File: src/rtl/dq_pkg.sv
// ---------------------------------------------------------------------------
// Double-ended queue package
// Shared types and codes for the ring-store double-ended queue.
// ---------------------------------------------------------------------------
package dq_pkg;

    localparam int WORD_W = 32;

    typedef enum logic [2:0] {
        CMD_PUSH_FRONT = 3'd0,
        CMD_PUSH_BACK  = 3'd1,
        CMD_POP_FRONT  = 3'd2,
        CMD_POP_BACK   = 3'd3,
        CMD_LIST       = 3'd4
    } t_cmd;

    typedef enum logic [1:0] {
        ST_OK    = 2'd0,
        ST_EMPTY = 2'd1,
        ST_FULL  = 2'd2
    } t_status;

    typedef enum logic {
        S_IDLE = 1'b0,
        S_LIST = 1'b1
    } t_dq_state;

    typedef struct packed {
        logic wr_en;
        logic rd_en;
    } t_mem_en;

endpackage

File: src/rtl/dq_store.sv
// ---------------------------------------------------------------------------
// Double-ended queue entry store
// Single-port-write, single-port-read ring memory with a registered read.
// ---------------------------------------------------------------------------
module dq_store #(
    parameter int DEPTH = 16,
    parameter int IW    = 4
) (
    input  logic                             i_clk,
    input  dq_pkg::t_mem_en                  i_en,
    input  logic [IW-1:0]                    i_waddr,
    input  logic signed [dq_pkg::WORD_W-1:0] i_wdata,
    input  logic [IW-1:0]                    i_raddr,
    output logic signed [dq_pkg::WORD_W-1:0] o_rdata
);

    logic signed [dq_pkg::WORD_W-1:0] r_mem [DEPTH];
    logic signed [dq_pkg::WORD_W-1:0] r_rdata;

    always_ff @(posedge i_clk) begin
        if (i_en.wr_en) begin
            r_mem[i_waddr] <= i_wdata;
        end
    end

    always_ff @(posedge i_clk) begin
        if (i_en.rd_en) begin
            r_rdata <= r_mem[i_raddr];
        end
    end

    assign o_rdata = r_rdata;

endmodule

File: src/rtl/dq_ctrl.sv
// ---------------------------------------------------------------------------
// Double-ended queue controller
// Keeps the front index and entry count, drives the store and the output
// register, and sequences list commands one entry per cycle unless stalled.
// ---------------------------------------------------------------------------
module dq_ctrl #(
    parameter int DEPTH = 16,
    parameter int IW    = 4,
    parameter int CW    = 5
) (
    input  logic                             i_clk,
    input  logic                             i_rst_n,
    input  logic                             i_in_valid,
    output logic                             o_in_ready,
    input  logic [2:0]                       i_command,
    input  logic signed [dq_pkg::WORD_W-1:0] i_push_value,
    output logic                             o_out_valid,
    input  logic                             i_out_ready,
    output logic signed [dq_pkg::WORD_W-1:0] o_entry_value,
    output logic [1:0]                       o_status,
    output logic                             o_last_of_run,
    output dq_pkg::t_mem_en                  o_mem_en,
    output logic [IW-1:0]                    o_waddr,
    output logic signed [dq_pkg::WORD_W-1:0] o_wdata,
    output logic [IW-1:0]                    o_raddr,
    input  logic signed [dq_pkg::WORD_W-1:0] i_rdata
);

    localparam logic [IW:0]   DEPTH_S = (IW + 1)'(DEPTH);
    localparam logic [CW-1:0] DEPTH_C = CW'(DEPTH);
    localparam logic [IW-1:0] LAST_IX = IW'(DEPTH - 1);

    dq_pkg::t_dq_state r_state, n_state;
    logic [IW-1:0]     r_front, n_front;
    logic [CW-1:0]     r_count, n_count;
    logic [CW-1:0]     r_offs, n_offs;
    logic              r_pend_last, n_pend_last;
    logic              r_out_valid, n_out_valid;
    logic signed [dq_pkg::WORD_W-1:0] r_out_value, n_out_value;
    dq_pkg::t_status   r_out_status, n_out_status;
    logic              r_out_last, n_out_last;

    logic out_free;
    logic accept;
    logic full;
    logic empty;

    function automatic logic [IW-1:0] ring_pos(input logic [IW-1:0] base,
                                               input logic [IW-1:0] offs);
        logic [IW:0] sum;
        sum = {1'b0, base} + {1'b0, offs};
        if (sum >= DEPTH_S) begin
            sum = sum - DEPTH_S;
        end
        return sum[IW-1:0];
    endfunction

    assign out_free   = !r_out_valid || i_out_ready;
    assign o_in_ready = (r_state == dq_pkg::S_IDLE) && out_free;
    assign accept     = i_in_valid && o_in_ready;
    assign full       = (r_count == DEPTH_C);
    assign empty      = (r_count == '0);

    always_comb begin
        n_state = r_state;
        case (r_state)
            dq_pkg::S_IDLE: begin
                if (accept && dq_pkg::t_cmd'(i_command) == dq_pkg::CMD_LIST && !empty) begin
                    n_state = dq_pkg::S_LIST;
                end
            end
            dq_pkg::S_LIST: begin
                if (out_free && r_pend_last) begin
                    n_state = dq_pkg::S_IDLE;
                end
            end
            default: n_state = dq_pkg::S_IDLE;
        endcase
    end

    always_comb begin
        n_front      = r_front;
        n_count      = r_count;
        n_offs       = r_offs;
        n_pend_last  = r_pend_last;
        n_out_valid  = r_out_valid && !i_out_ready;
        n_out_value  = r_out_value;
        n_out_status = r_out_status;
        n_out_last   = r_out_last;
        o_mem_en     = '0;
        o_waddr      = '0;
        o_wdata      = i_push_value;
        o_raddr      = '0;
        case (r_state)
            dq_pkg::S_IDLE: begin
                if (accept) begin
                    n_out_valid  = 1'b1;
                    n_out_value  = '0;
                    n_out_status = dq_pkg::ST_OK;
                    n_out_last   = 1'b1;
                    case (dq_pkg::t_cmd'(i_command))
                        dq_pkg::CMD_PUSH_FRONT: begin
                            if (full) begin
                                n_out_status = dq_pkg::ST_FULL;
                            end else begin
                                n_front        = (r_front == '0) ? LAST_IX : r_front - 1'b1;
                                o_mem_en.wr_en = 1'b1;
                                o_waddr        = n_front;
                                n_count        = r_count + 1'b1;
                            end
                        end
                        dq_pkg::CMD_PUSH_BACK: begin
                            if (full) begin
                                n_out_status = dq_pkg::ST_FULL;
                            end else begin
                                o_mem_en.wr_en = 1'b1;
                                o_waddr        = ring_pos(r_front, r_count[IW-1:0]);
                                n_count        = r_count + 1'b1;
                            end
                        end
                        dq_pkg::CMD_POP_FRONT: begin
                            if (empty) begin
                                n_out_status = dq_pkg::ST_EMPTY;
                            end else begin
                                n_count = r_count - 1'b1;
                                n_front = (r_count == CW'(1)) ? '0 :
                                          ring_pos(r_front, IW'(1));
                            end
                        end
                        dq_pkg::CMD_POP_BACK: begin
                            if (empty) begin
                                n_out_status = dq_pkg::ST_EMPTY;
                            end else begin
                                n_count = r_count - 1'b1;
                                if (r_count == CW'(1)) begin
                                    n_front = '0;
                                end
                            end
                        end
                        dq_pkg::CMD_LIST: begin
                            if (empty) begin
                                n_out_status = dq_pkg::ST_EMPTY;
                            end else begin
                                n_out_valid    = r_out_valid && !i_out_ready;
                                o_mem_en.rd_en = 1'b1;
                                o_raddr        = r_front;
                                n_offs         = CW'(1);
                                n_pend_last    = (r_count == CW'(1));
                            end
                        end
                        default: begin
                            n_out_valid = r_out_valid && !i_out_ready;
                        end
                    endcase
                end
            end
            dq_pkg::S_LIST: begin
                if (out_free) begin
                    n_out_valid  = 1'b1;
                    n_out_value  = i_rdata;
                    n_out_status = dq_pkg::ST_OK;
                    n_out_last   = r_pend_last;
                    if (!r_pend_last) begin
                        o_mem_en.rd_en = 1'b1;
                        o_raddr        = ring_pos(r_front, r_offs[IW-1:0]);
                        n_pend_last    = (r_offs + 1'b1 == r_count);
                        n_offs         = r_offs + 1'b1;
                    end
                end
            end
            default: begin
                n_out_valid = 1'b0;
            end
        endcase
    end

    always_ff @(posedge i_clk) begin
        if (!i_rst_n) begin
            r_state     <= dq_pkg::S_IDLE;
            r_front     <= '0;
            r_count     <= '0;
            r_offs      <= '0;
            r_pend_last <= 1'b0;
            r_out_valid <= 1'b0;
        end else begin
            r_state     <= n_state;
            r_front     <= n_front;
            r_count     <= n_count;
            r_offs      <= n_offs;
            r_pend_last <= n_pend_last;
            r_out_valid <= n_out_valid;
        end
    end

    always_ff @(posedge i_clk) begin
        r_out_value  <= n_out_value;
        r_out_status <= n_out_status;
        r_out_last   <= n_out_last;
    end

    assign o_out_valid   = r_out_valid;
    assign o_entry_value = r_out_value;
    assign o_status      = r_out_status;
    assign o_last_of_run = r_out_last;

    a_count_bound: assert property (@(posedge i_clk) disable iff (!i_rst_n)
        r_count <= DEPTH_C)
        else $error("entry count exceeds depth");

    a_front_bound: assert property (@(posedge i_clk) disable iff (!i_rst_n)
        r_front <= LAST_IX)
        else $error("front index outside ring");

    a_empty_front: assert property (@(posedge i_clk) disable iff (!i_rst_n)
        (r_count == '0) |-> (r_front == '0))
        else $error("empty queue with nonzero front index");

    a_list_hold: assert property (@(posedge i_clk) disable iff (!i_rst_n)
        (r_state == dq_pkg::S_LIST) |-> (!o_in_ready && !o_mem_en.wr_en))
        else $error("input taken or store written during a list");

    a_list_nonempty: assert property (@(posedge i_clk) disable iff (!i_rst_n)
        (r_state == dq_pkg::S_LIST) |-> (r_count != '0 && r_offs <= r_count))
        else $error("list running past the stored entries");

endmodule

File: src/rtl/double_ended_queue.sv
// ---------------------------------------------------------------------------
// Double-ended queue
// Bounded deque of signed 32-bit words in a ring memory with push, pop
// and list commands.
// For push and pop, the status item appears in the cycle after acceptance.
// A list streams one entry per cycle while the output is not stalled; the
// first entry passes the memory's registered read and then the output
// register, and input is held off until the last entry is in that register.
// Reset clears the front index, the count and the output valid flag; the
// memory contents are not cleared.
// ---------------------------------------------------------------------------
module double_ended_queue #(
    parameter int DEPTH = 16
) (
    input  logic                             i_clk,
    input  logic                             i_rst_n,
    input  logic                             i_in_valid,
    output logic                             o_in_ready,
    input  logic [2:0]                       i_command,
    input  logic signed [dq_pkg::WORD_W-1:0] i_push_value,
    output logic                             o_out_valid,
    input  logic                             i_out_ready,
    output logic signed [dq_pkg::WORD_W-1:0] o_entry_value,
    output logic [1:0]                       o_status,
    output logic                             o_last_of_run
);

    localparam int IW = $clog2(DEPTH);
    localparam int CW = $clog2(DEPTH + 1);

    dq_pkg::t_mem_en                  mem_en;
    logic [IW-1:0]                    waddr;
    logic [IW-1:0]                    raddr;
    logic signed [dq_pkg::WORD_W-1:0] wdata;
    logic signed [dq_pkg::WORD_W-1:0] rdata;

    dq_ctrl #(
        .DEPTH (DEPTH),
        .IW    (IW),
        .CW    (CW)
    ) u_ctrl (
        .i_clk         (i_clk),
        .i_rst_n       (i_rst_n),
        .i_in_valid    (i_in_valid),
        .o_in_ready    (o_in_ready),
        .i_command     (i_command),
        .i_push_value  (i_push_value),
        .o_out_valid   (o_out_valid),
        .i_out_ready   (i_out_ready),
        .o_entry_value (o_entry_value),
        .o_status      (o_status),
        .o_last_of_run (o_last_of_run),
        .o_mem_en      (mem_en),
        .o_waddr       (waddr),
        .o_wdata       (wdata),
        .o_raddr       (raddr),
        .i_rdata       (rdata)
    );

    dq_store #(
        .DEPTH (DEPTH),
        .IW    (IW)
    ) u_store (
        .i_clk   (i_clk),
        .i_en    (mem_en),
        .i_waddr (waddr),
        .i_wdata (wdata),
        .i_raddr (raddr),
        .o_rdata (rdata)
    );

endmodule
File: config.mk
export PLATFORM = sky130hd
export DESIGN_NAME = double_ended_queue
export DESIGN_NICKNAME = d
export VERILOG_FILES = /design/src/rtl/dq_pkg.sv /design/src/rtl/dq_store.sv /design/src/rtl/dq_ctrl.sv /design/src/rtl/double_ended_queue.sv
export SDC_FILE = /design/constraint.sdc
export NUM_CORES = 1
export LEC_CHECK = 0
export ABC_AREA = 1
export BUFFER_PORTS_ARGS = -buffer_cell sky130_fd_sc_hd__clkbuf_2
export CAP_MARGIN = 20
export CORE_AREA = 2 2 258 260
export CTS_CLUSTER_SIZE = 14
export DETAILED_ROUTE_END_ITERATION = 8
export DIE_AREA = 0 0 260 262
export PLACE_DENSITY = 0.54
export SLEW_MARGIN = 10
export SYNTH_ARGS = -nofsm -noshare
export SYNTH_HDL_FRONTEND = slang
export SYNTH_SLANG_ARGS = --single-unit
File: constraint.sdc
create_clock -name i_clk -period 3.15 [get_ports i_clk]
set_input_delay 0.63 -clock i_clk [delete_from_list [all_inputs] [get_ports i_clk]]
set_output_delay 0.63 -clock i_clk [all_outputs]
set_load 0.01 [all_outputs]
Word-level counts from Yosys, hierarchy flattened
Memory sizes are Yosys's and may differ from the RTL's. A register that Yosys moved wholly into a read port is not among the register bits.
Cells that the tools add are included.
{"block": "totals", "in_bits": 39, "out_inout_bits": 37, "word_cells": 133, "mem_count": 1, "regBits": 52, "ramBits": 512}
{"block": "classes", "reduce_logical": 24, "n_addsub": 10, "order_cmp": 3, "mux": 67, "n_bitwise": 1, "eq_ne": 18}
{"memory": "u_store.r_mem", "depth": 16, "word_bits": 32, "rd": 1, "rd_ports_with_merged_regs": 1, "wr": 1, "line_no": "dq_store.sv:17", "text": "logic signed [dq_pkg::WORD_W-1:0] r_mem [DEPTH];"}
{"operator": "two-way mux 4 bit", "count": 18}
{"operator": "two-way mux 32 bit", "count": 2}
{"operator": "case mux 32 bit (2 select lines)", "count": 1}
{"operator": "two-way mux 5 bit", "count": 7}
{"operator": "two-way mux 1 bit", "count": 22}
{"operator": "case mux 5 bit (2 select lines)", "count": 2}
{"operator": "inequality test 2 bit, second input constant", "count": 9}
{"operator": "case mux 4 bit (2 select lines)", "count": 2}
{"operator": "subtractor 4 x 1 -> 4 bit, second input constant", "count": 4}
{"operator": "greater-or-equal comparator 5 bit, second input constant", "count": 3}
{"operator": "case mux 1 bit (2 select lines)", "count": 6}
{"operator": "case mux 4 bit (3 select lines)", "count": 1}
{"operator": "adder 4 x 4 -> 5 bit", "count": 2}
{"operator": "adder 5 x 1 -> 5 bit, second input constant", "count": 2}
{"operator": "AND reduction 5 bit", "count": 2}
{"operator": "two-way mux 2 bit", "count": 4}
{"operator": "case mux 2 bit (2 select lines)", "count": 2}
{"operator": "AND reduction 7 bit", "count": 1}
{"operator": "== test 3 x 2 -> 1 bit, second input constant", "count": 2}
{"operator": "logical AND 1 bit", "count": 6}
{"operator": "adder 4 x 1 -> 5 bit, second input constant", "count": 1}
{"operator": "== test 5 x 1 -> 1 bit, second input constant", "count": 1}
{"operator": "== test 5 bit", "count": 1}
{"operator": "== test 5 bit, second input constant", "count": 1}
{"operator": "17 further kinds", "count": 21}

Logic depth before layout (Yosys ltp)
Gate-level depths: netlist (run 1).
{"block": "depth", "ltp_word": 8, "ltp_mapped": 14, "ltp_nobuf": 12}

Hierarchy
From an unflattened synthesis (run 1), not the netlist that was laid out.
{"block": "unflattened", "cells_unflattened": 2519, "area_unflattened_um2": 26347.8}
{"module": "dq_store", "seq_area_each_um2": 16335.7, "instances": 1, "cells_per_inst": 2122, "area_per_inst_um2": 23065.9}
{"module": "dq_ctrl", "seq_area_each_um2": 1391.3, "instances": 1, "cells_per_inst": 397, "area_per_inst_um2": 3281.9}

Worst setup path before layout (run 1)
OpenSTA, ideal clock, no wires.
{"block": "synth_timing", "path_kind": "register to register", "from": "register u_ctrl.r_count[1]", "to": "memory u_store.r_mem[11][0] (netlist name), enable pin", "setup_time_ps": 421, "arrival_time_ps": 2950, "required_time_ps": 2729, "stages_incl_launch_ff": 10, "n_path_buf": 0, "synth_period_minus_slack_ps": 3372, "path_slack_ps": -222, "path_cell_list": "dfxtp_1 -> inv_1 -> ha_1 -> nand3_1 -> inv_1 -> nor2_1 -> inv_1 -> nor3_1 -> nand2_1 -> nor2_1"}
{"block": "synth_via", "elab_chain_cells": 7, "elab_cells_between_ends": 16, "classes_between": "add/sub: 2; order compare: 1; eq/ne: 1; mux: 12"}
{"item": "start: declaration", "line_no": "dq_ctrl.sv:35", "text": "logic [CW-1:0] r_count, n_count;"}
{"item": "start signal: assignment", "line_no": "dq_ctrl.sv:188", "text": "r_count <= n_count;"}
{"item": "adder 4 x 4 -> 5 bit or == test 5 bit (tied branches)", "line_no": "dq_ctrl.sv:51, dq_ctrl.sv:61"}
{"item": "subtractor 4 x 1 -> 4 bit, or another cell as far along", "line_no": "dq_ctrl.sv:53", "text": "sum = sum - DEPTH_S;"}
{"item": "two-way mux 4 bit or two-way mux 1 bit (tied branches)"}
{"item": "two-way mux 4 bit or two-way mux 2 bit (tied branches)", "line_no": "dq_ctrl.sv:113, dq_ctrl.sv:96"}
{"item": "case mux 4 bit (2 select lines) or two-way mux 1 bit (tied branches)", "line_no": "dq_ctrl.sv:101, dq_ctrl.sv:94"}
{"item": "two-way mux 4 bit or two-way mux 1 bit (tied branches)", "line_no": "dq_ctrl.sv:96, dq_store.sv:21"}
{"item": "two-way mux 4 bit or two-way mux 1 bit (tied branches)", "line_no": "dq_ctrl.sv:94, dq_store.sv:22"}
{"item": "end: declaration", "line_no": "dq_store.sv:17"}
Several ways; a longest one is shown, not always the timed one.

Final worst setup path (run 1)
{"block": "layout_timing", "from": "register u_ctrl.r_count[0]", "to": "memory u_store.r_mem[5][16] (netlist name), enable pin"}
Same word-level chain as after synthesis.

==> results of run 1 <==
-- state kept, by name (all words and copies together) (netlist names) --
name / cells
u_ctrl.r_offs: 5
u_ctrl.r_state: 1
u_ctrl.r_front: 4
u_ctrl.o_entry_value: 32
u_store.o_rdata: 32
u_ctrl.o_last_of_run: 1
u_store.r_mem: 512
u_ctrl.r_pend_last: 1
u_ctrl.o_status: 2
u_ctrl.o_out_valid: 1
u_ctrl.r_count: 5
-- stage by stage --
step | hold WS (ns) | TNS [ns] | instance area, um2 | power [mW]
CTS | 0.3697 | 0 | 29900 | 17.14
finish | 0.3991 | 0 | 29900 | 16.95
detailed placement | 0.4712 | 0 | 27820 | 9.561
floorplan | 0.4517 | -68.42 | 25890 | 9.251
global route | 0.4336 | 0 | 29900 | 17.48
global placement | 0.4639 | 0 | 27820 | 9.550
-- layer usage --
layer / wire (um) / GRT usage (%) / up-vias
li1: - / - / 8264
met1: 29460 / 26.61 / 8449
met2: 32680 / 33.50 / 414
met3: 2999 / 2.508 / 86
met4: 1583 / 6.561 / 0
met5: 0 / 0 / -
-- final cells by class --
class / count / area share (%)
repair buffers: 148 / 4.761
flip-flops and latches: 596 / 59.28
clock inverters: 33 / 1.130
clock buffers: 83 / 5.841
multi-input cells: 1343 / 21.27
diodes: 1 / 0.008368
well taps: 864 / 3.615
inverters: 326 / 4.092
-- cell families (layout without fill, tap and decap cells) --
| family | after synthesis | after routing | share of synthesized area [%] |
|---|---|---|---|
| other | 0 | 1 | 0 |
| adders and majority gates | 15 | 15 | 0.7832 |
| xor gates and xnor gates | 13 | 13 | 0.4400 |
| and+or+nand+nor | 1259 | 1259 | 21.46 |
| DFF | 596 | 596 | 68.50 |
| AOI/OAI and AO/OA | 56 | 56 | 1.218 |
| buffers and inverters | 463 | 590 | 7.605 |
-- worst reg2reg max path: cells and delay by family, from the launching register on --
family        cells  cell delay, ns
buf+inv           5            0.72
simple gates      5            1.12
fa+ha+maj         1            0.29
flops             1            0.44
-- report_power, final --
part	leakage (nW)	internal, mW	switching, mW
Clock	1.02	4.44	3.12
Sequential	5.39	8.78	0.0363
Combinational	5.70	0.160	0.411
Total	12.1	13.4	3.57
-- synth_stat cells, types with 3 or more instances --
library cell    n  area [um2]
inv_2           3       11.26
buf_4          25       187.7
nand4_1         3       18.77
ha_1           13       162.7
nor2_4          3       33.78
nand2_2         4       25.02
o22ai_1         5       31.28
buf_1          23       86.33
xnor2_1         8       70.07
inv_1         323        1212
clkbuf_1       30       112.6
edfxtp_1      579       17390
a21oi_1        23       115.1
buf_2          49       245.2
nand2_1       611        2293
nor2_1         36       135.1
nor3_1          3       15.01
buf_6          10       112.6
nand3_1       593        2968
dfxtp_1        17       340.3
o21ai_0        18       90.09
xor2_1          5       43.79
-- how the worst max path moves through the flow --
stage	endpoint	cells past startpoint
final	u_store.r_mem[5][16]$_DFFE_PP_	11
after detailed placement	u_store.r_mem[3][27]$_DFFE_PP_	11
after global placement	u_store.r_mem[3][27]$_DFFE_PP_	11
after CTS	u_store.r_mem[3][18]$_DFFE_PP_	11
after global routing	u_store.r_mem[5][18]$_DFFE_PP_	11
after floorplan	u_store.r_mem[11][0]$_DFFE_PP_	9
-- placed cells by master (no fill, tap or decap), types with 2 or more instances in the layout --
cell	n
nand3_1	593
clkbuf_2	75
nor3_1	3
a211oi_1	2
nand2_1	610
clkinv_2	7
xor2_1	5
nor2_4	20
nand2_8	2
fa_1	2
o22ai_1	5
bufinv_16	6
nand2_2	3
inv_2	6
clkbuf_16	67
a21oi_1	23
nand4_1	3
a21o_1	2
xnor2_1	8
nor2_1	19
buf_12	40
buf_4	33
clkbuf_1	15
or2_2	2
o21ai_0	18
dfxtp_1	16
inv_6	3
edfxtp_1	579
ha_1	13
clkinv_1	15
nand3_4	2
inv_1	320
inv_16	2
==> reports/summary.txt, run 1 <==
CTS Buffer Depth: 3
CP Data Required Time: 3.41 ns
Final Hold Vio Count: 0
Setup Buffers After CTS: 0
Slew Limit Fails: 0
Dpl ws: 0.2478 ns
Post-layout util: 45.81%
Status: finished, final reports clean
WP data arrival: 3.19 ns
NumNets Final: 2536
Vias in the first global route: 16870
Reg2reg setup slack: 0.22 ns
Area of the multi-input gates: 6361 um2
Post-Syn Instances: 2402
Worst R2R End: u_store.r_mem[5][16]$_DFFE_PP_
DRT Pass-1 Iters: 6
IO buf count: 75
Core area: 65280 um2
Rel. slew slack: 43.11%
Row count: 94
Area delta synth->final: 15.55%
Vias/cell: 5.072
Finished Layout Cells: 3394
Hold_sp: i_rst_n
Worst Setup Path Type: reg -> reg
# setup viols final: 0
PnR worst setup slack: 0.2167 ns
Top_reg_cell synth: edfxtp_1
CTS tree: yes
Power density cells: 566.7 nW/um2
Hold-fix buffers, CTS: 0
CP Max Fanout: 32
HP Class: in -> reg
Worst hold stages: 3
H-tree levels: 3
Worst skew pair latency: 0.60 ns
Sequential Area: 17730 um2
DR WL/cell: 19.66 um
Syn. warnings: 0
Buf/Inv on CP: 5
Final ANT Viol Nets: 0
Placed cells: 3277
Synthesized area: 25880 um2
Crit path top cell by count: inv_1
Clock skew: 0.02610 ns
Fillers: 6005
Post-route DRC: 0
Die area: 68120 um2
Worst setup SP type: flip-flop
Max-cap violations: 0
Clk pin slew, worst setup/hold paths: 0.06 ns
Leak pwr: 12.11 nW
Final wirelength: 66720 um
First-pass GRT wire length: 102600 um
Initial Utilization: 39.65%
HPWL Detailed: 38070 um
Synth cell types: 35
FF+latch count, synth: 596
Mapped Nets: 2456
Worst R2R Path Depth: 11
Slowest stage delay, CP: 0.44 ns
Overflow after GRT: 0
Initial DRC count: 1234
Register area share after synthesis: 68.50%
Placer Congestion: 0.8231
Die height: 262 um
Maximum VDD drop: 0.6101 mV
Syn Area/Cell: 10.77 um2
Ports: 76
RR Startpoint: u_ctrl.r_count[0]$_SDFFE_PN0P_
RSZ-0062 raised after global routing: no
CP startpoint: u_ctrl.r_count[0]$_SDFFE_PN0P_
Total GRT Usage: 19.84%
Share of layout cells above drive strength 1: 10.83%
Post-synth EDFFs: 579
CTS sink cnt: 596
Slew of the pin with the lowest slew margin: 0.8521 ns
Initial antenna violation count: 1
Fmax: 0.3409 GHz
CP Cell Sequence: inv_1 -> ha_1 -> nand3_1 -> inv_1 -> nor2_1 -> buf_4 -> inv_1 -> nor3_1 -> nand2_1 -> nor2_4 -> buf_12
Crit-path slowest cell: dfxtp_1
Post_cts resized: 0
Die span in x: 260 um
CP top delay family: simple AND/OR/NAND/NOR gates
Largest net degree at the start of global routing: 91
Kind of end point of the critical path: flip-flop
Vias: 17210
Post-synth ARST share: 0%
Hold endpoint: u_ctrl.r_pend_last$_SDFFE_PN0P_
Final worst path period need: 2.933 ns
Fin crit share: 93.12%
Root Buffer: clkbuf_16
Inserted Clock Buffers: 67
Power figures use the tool's default switching activity.
==> inputs of run 2 (changes only) <==
Settings changed: RECOVER_POWER set to 25.
==> run 2 against run 1 <==
  * Register-to-register slack about the same
  * Non-clock buffer count unchanged
  * Fmax about the same
  * Sequential share of layout area increased by 0.052 points
  * Setup slack got worse by 0.0020 ns
  * Total power about the same
  * Critical path type unchanged
  * Largest power group unchanged
==> reports/summary.txt, run 2 (synthesized netlist as in run 1, its figures left out) <==
Clk network pwr share: 44.6% (about the same)
Row count: 94 (unchanged)
Worst setup SP type: flip-flop (unchanged)
Inserted Clock Buffers: 67 (unchanged)
Post-layout util: 45.77% (was 45.81%)
Largest net degree at the start of global routing: 91 (unchanged)
Setup Buffers After CTS: 0 (unchanged)
Rel. slew slack: 43.69% (was 43.11%)
Initial DRC count: 1234 (unchanged)
H-tree levels: 3 (unchanged)
GR Util met1: 26.61% (unchanged)
Die height: 262 um (unchanged)
Final worst path period need: 2.935 ns (was 2.933 ns)
Most frequent cells in the layout: nand2_1 (610), nand3_1 (593), edfxtp_1 (579), inv_1 (320), clkbuf_16 (67) (was nand2_1 (610), nand3_1 (593), edfxtp_1 (579), inv_1 (320), clkbuf_2 (75))
Core area: 65280 um2 (unchanged)
Fin crit share: 93.19% (was 93.12%)
Clock skew: 0.02721 ns (was 0.02610 ns)
Post_cts resized: 0 (unchanged)
Post-route DRC: 0 (unchanged)
Final Hold Vio Count: 0 (unchanged)
HPWL Detailed: 38070 um (unchanged)
Placer Congestion: 0.8231 (unchanged)
HP Class: in -> reg (unchanged)
Die span in x: 260 um (unchanged)
CTS sink cnt: 596 (unchanged)
DRT Pass-1 Iters: 5 (was 6)
Ports: 76 (unchanged)
Root Buffer: clkbuf_16 (unchanged)
Vias: 17240 (was 17210)
Slew of the pin with the lowest slew margin: 0.8434 ns (was 0.8521 ns)
# setup viols final: 0 (unchanged)
Hold_sp: i_rst_n (unchanged)
Sw Pwr: 3.577 mW (was 3.568 mW)
Initial Utilization: 39.65% (unchanged)
Power density cells: 567.5 nW/um2 (was 566.7 nW/um2)
RSZ-0062 raised after global routing: no (unchanged)
Combinational power share: 3.3% (was 3.4%)
Initial antenna violation count: 1 (unchanged)
Tot Pwr: 16.96 mW (was 16.95 mW)
WP data arrival: 3.19 ns (about the same)
Total GRT Usage: 19.84% (unchanged)
Max-cap violations: 0 (unchanged)
Sequential power share: 52.0% (about the same)
Max FFs per register: 512 (unchanged)
Vias in the first global route: 16870 (unchanged)
Switch share: 21.10% (was 21.05%)
Slew Limit Fails: 0 (unchanged)
Fmax: 0.3407 GHz (was 0.3409 GHz)
Final ANT Viol Nets: 0 (unchanged)
Internal power: 13.38 mW (about the same)
CTS tree: yes (unchanged)
Total negative slack: 0 ns (unchanged)
Clk pin slew, worst setup/hold paths: 0.06 ns (about the same)
CP startpoint: u_ctrl.r_count[0]$_SDFFE_PN0P_ (unchanged)
Area delta synth->final: 15.45% (was 15.55%)
CP Max Fanout: 32 (unchanged)
CTS Buffer Depth: 3 (unchanged)
Kind of end point of the critical path: flip-flop (unchanged)
IO buf count: 75 (unchanged)
GRT met2 Usage: 33.50% (unchanged)
Grt met3 use: 2.508% (unchanged)
Largest Register: u_store.r_mem (unchanged)
Final wirelength: 66750 um (was 66720 um)
NumNets Final: 2536 (unchanged)
Hold-fix buffers, CTS: 0 (unchanged)
Overflow after GRT: 0 (unchanged)
CP Data Required Time: 3.41 ns (about the same)
Commonest non-fill, non-tap cell in the layout: nand2_1 (unchanged)
Top Usage Layer GRT: met2 (unchanged)
RR Startpoint: u_ctrl.r_count[0]$_SDFFE_PN0P_ (unchanged)
Worst hold slack: 0.3998 ns (was 0.3991 ns)
Leak pwr: 12.04 nW (was 12.11 nW)
Fillers: 6009 (was 6005)
Worst skew pair latency: 0.60 ns (about the same)
Status: finished, final reports clean (unchanged)
DR WL/cell: 19.67 um (was 19.66 um)
Maximum VDD drop: 0.6113 mV (was 0.6101 mV)
Share of layout cells above drive strength 1: 10.00% (was 10.83%)
Vias/cell: 5.079 (was 5.072)
Die area: 68120 um2 (unchanged)
First-pass GRT wire length: 102600 um (unchanged)
Worst Setup Path Type: reg -> reg (unchanged)
run 2: cell types whose count changed in the layout (fill, tap and decap cells not counted):
cell	before	now
clkbuf_1	15	36
clkbuf_2	75	54
run 2: critical path, stage by stage, from the launching register on:
cell and delay, ns:
dfxtp_1 0.44, inv_1 0.16, ha_1 0.29, nand3_1 0.16, inv_1 0.05, nor2_1 0.20, buf_4 0.18, inv_1 0.05
nor3_1 0.24, nand2_1 0.31, nor2_4 0.21, buf_12 0.28
run 2: cell type report:
type	instances	area [um2]	area share, %
antenna	1	2.502	0.008375
clock buffer	83	1747	5.846
clock inverter	33	337.8	1.131
inverter	326	1224	4.095
multi-input combinational	1343	6361	21.29
sequential	596	17730	59.33
tap	864	1081	3.618
timing repair buffer	148	1398	4.678
run 2: power by group through the flow:
stage / sequential (mW) / combinational [mW] / clock [mW]
final: 8.82 / 0.567 / 7.57
after global routing: 8.82 / 0.630 / 8.03
after CTS: 8.82 / 0.578 / 7.74
after detailed placement: 8.99 / 0.576 / 0
after global placement: 8.98 / 0.566 / 0
after floorplan: 8.99 / 0.258 / 0
run 2: through the flow:
step	area, um2	std cells	setup WS, ns
floorplan	25890	2402	-0.2215
global placement	27820	3277	0.2910
detailed placement	27820	3277	0.2478
CTS	29900	3393	0.2103
global route	29880	3394	0.02001
finish	29880	3394	0.2146
run 2: worst paths after layout:
kind	to	slack, ns	cells past startpoint
setup reg to reg	u_store.r_mem[5][16]$_DFFE_PP_	0.21	11
setup / recovery	u_store.r_mem[5][16]$_DFFE_PP_	0.21	11
hold reg to reg	u_ctrl.r_offs[4]$_SDFFE_PN0P_	0.48	2
hold / removal	u_ctrl.r_pend_last$_SDFFE_PN0P_	0.40	3
run 2: routing by layer:
layer	vias up	wire length (um)
li1	8263	-
met1	8462	29530
met2	422	32520
met3	92	3097
met4	0	1601
met5	-	0
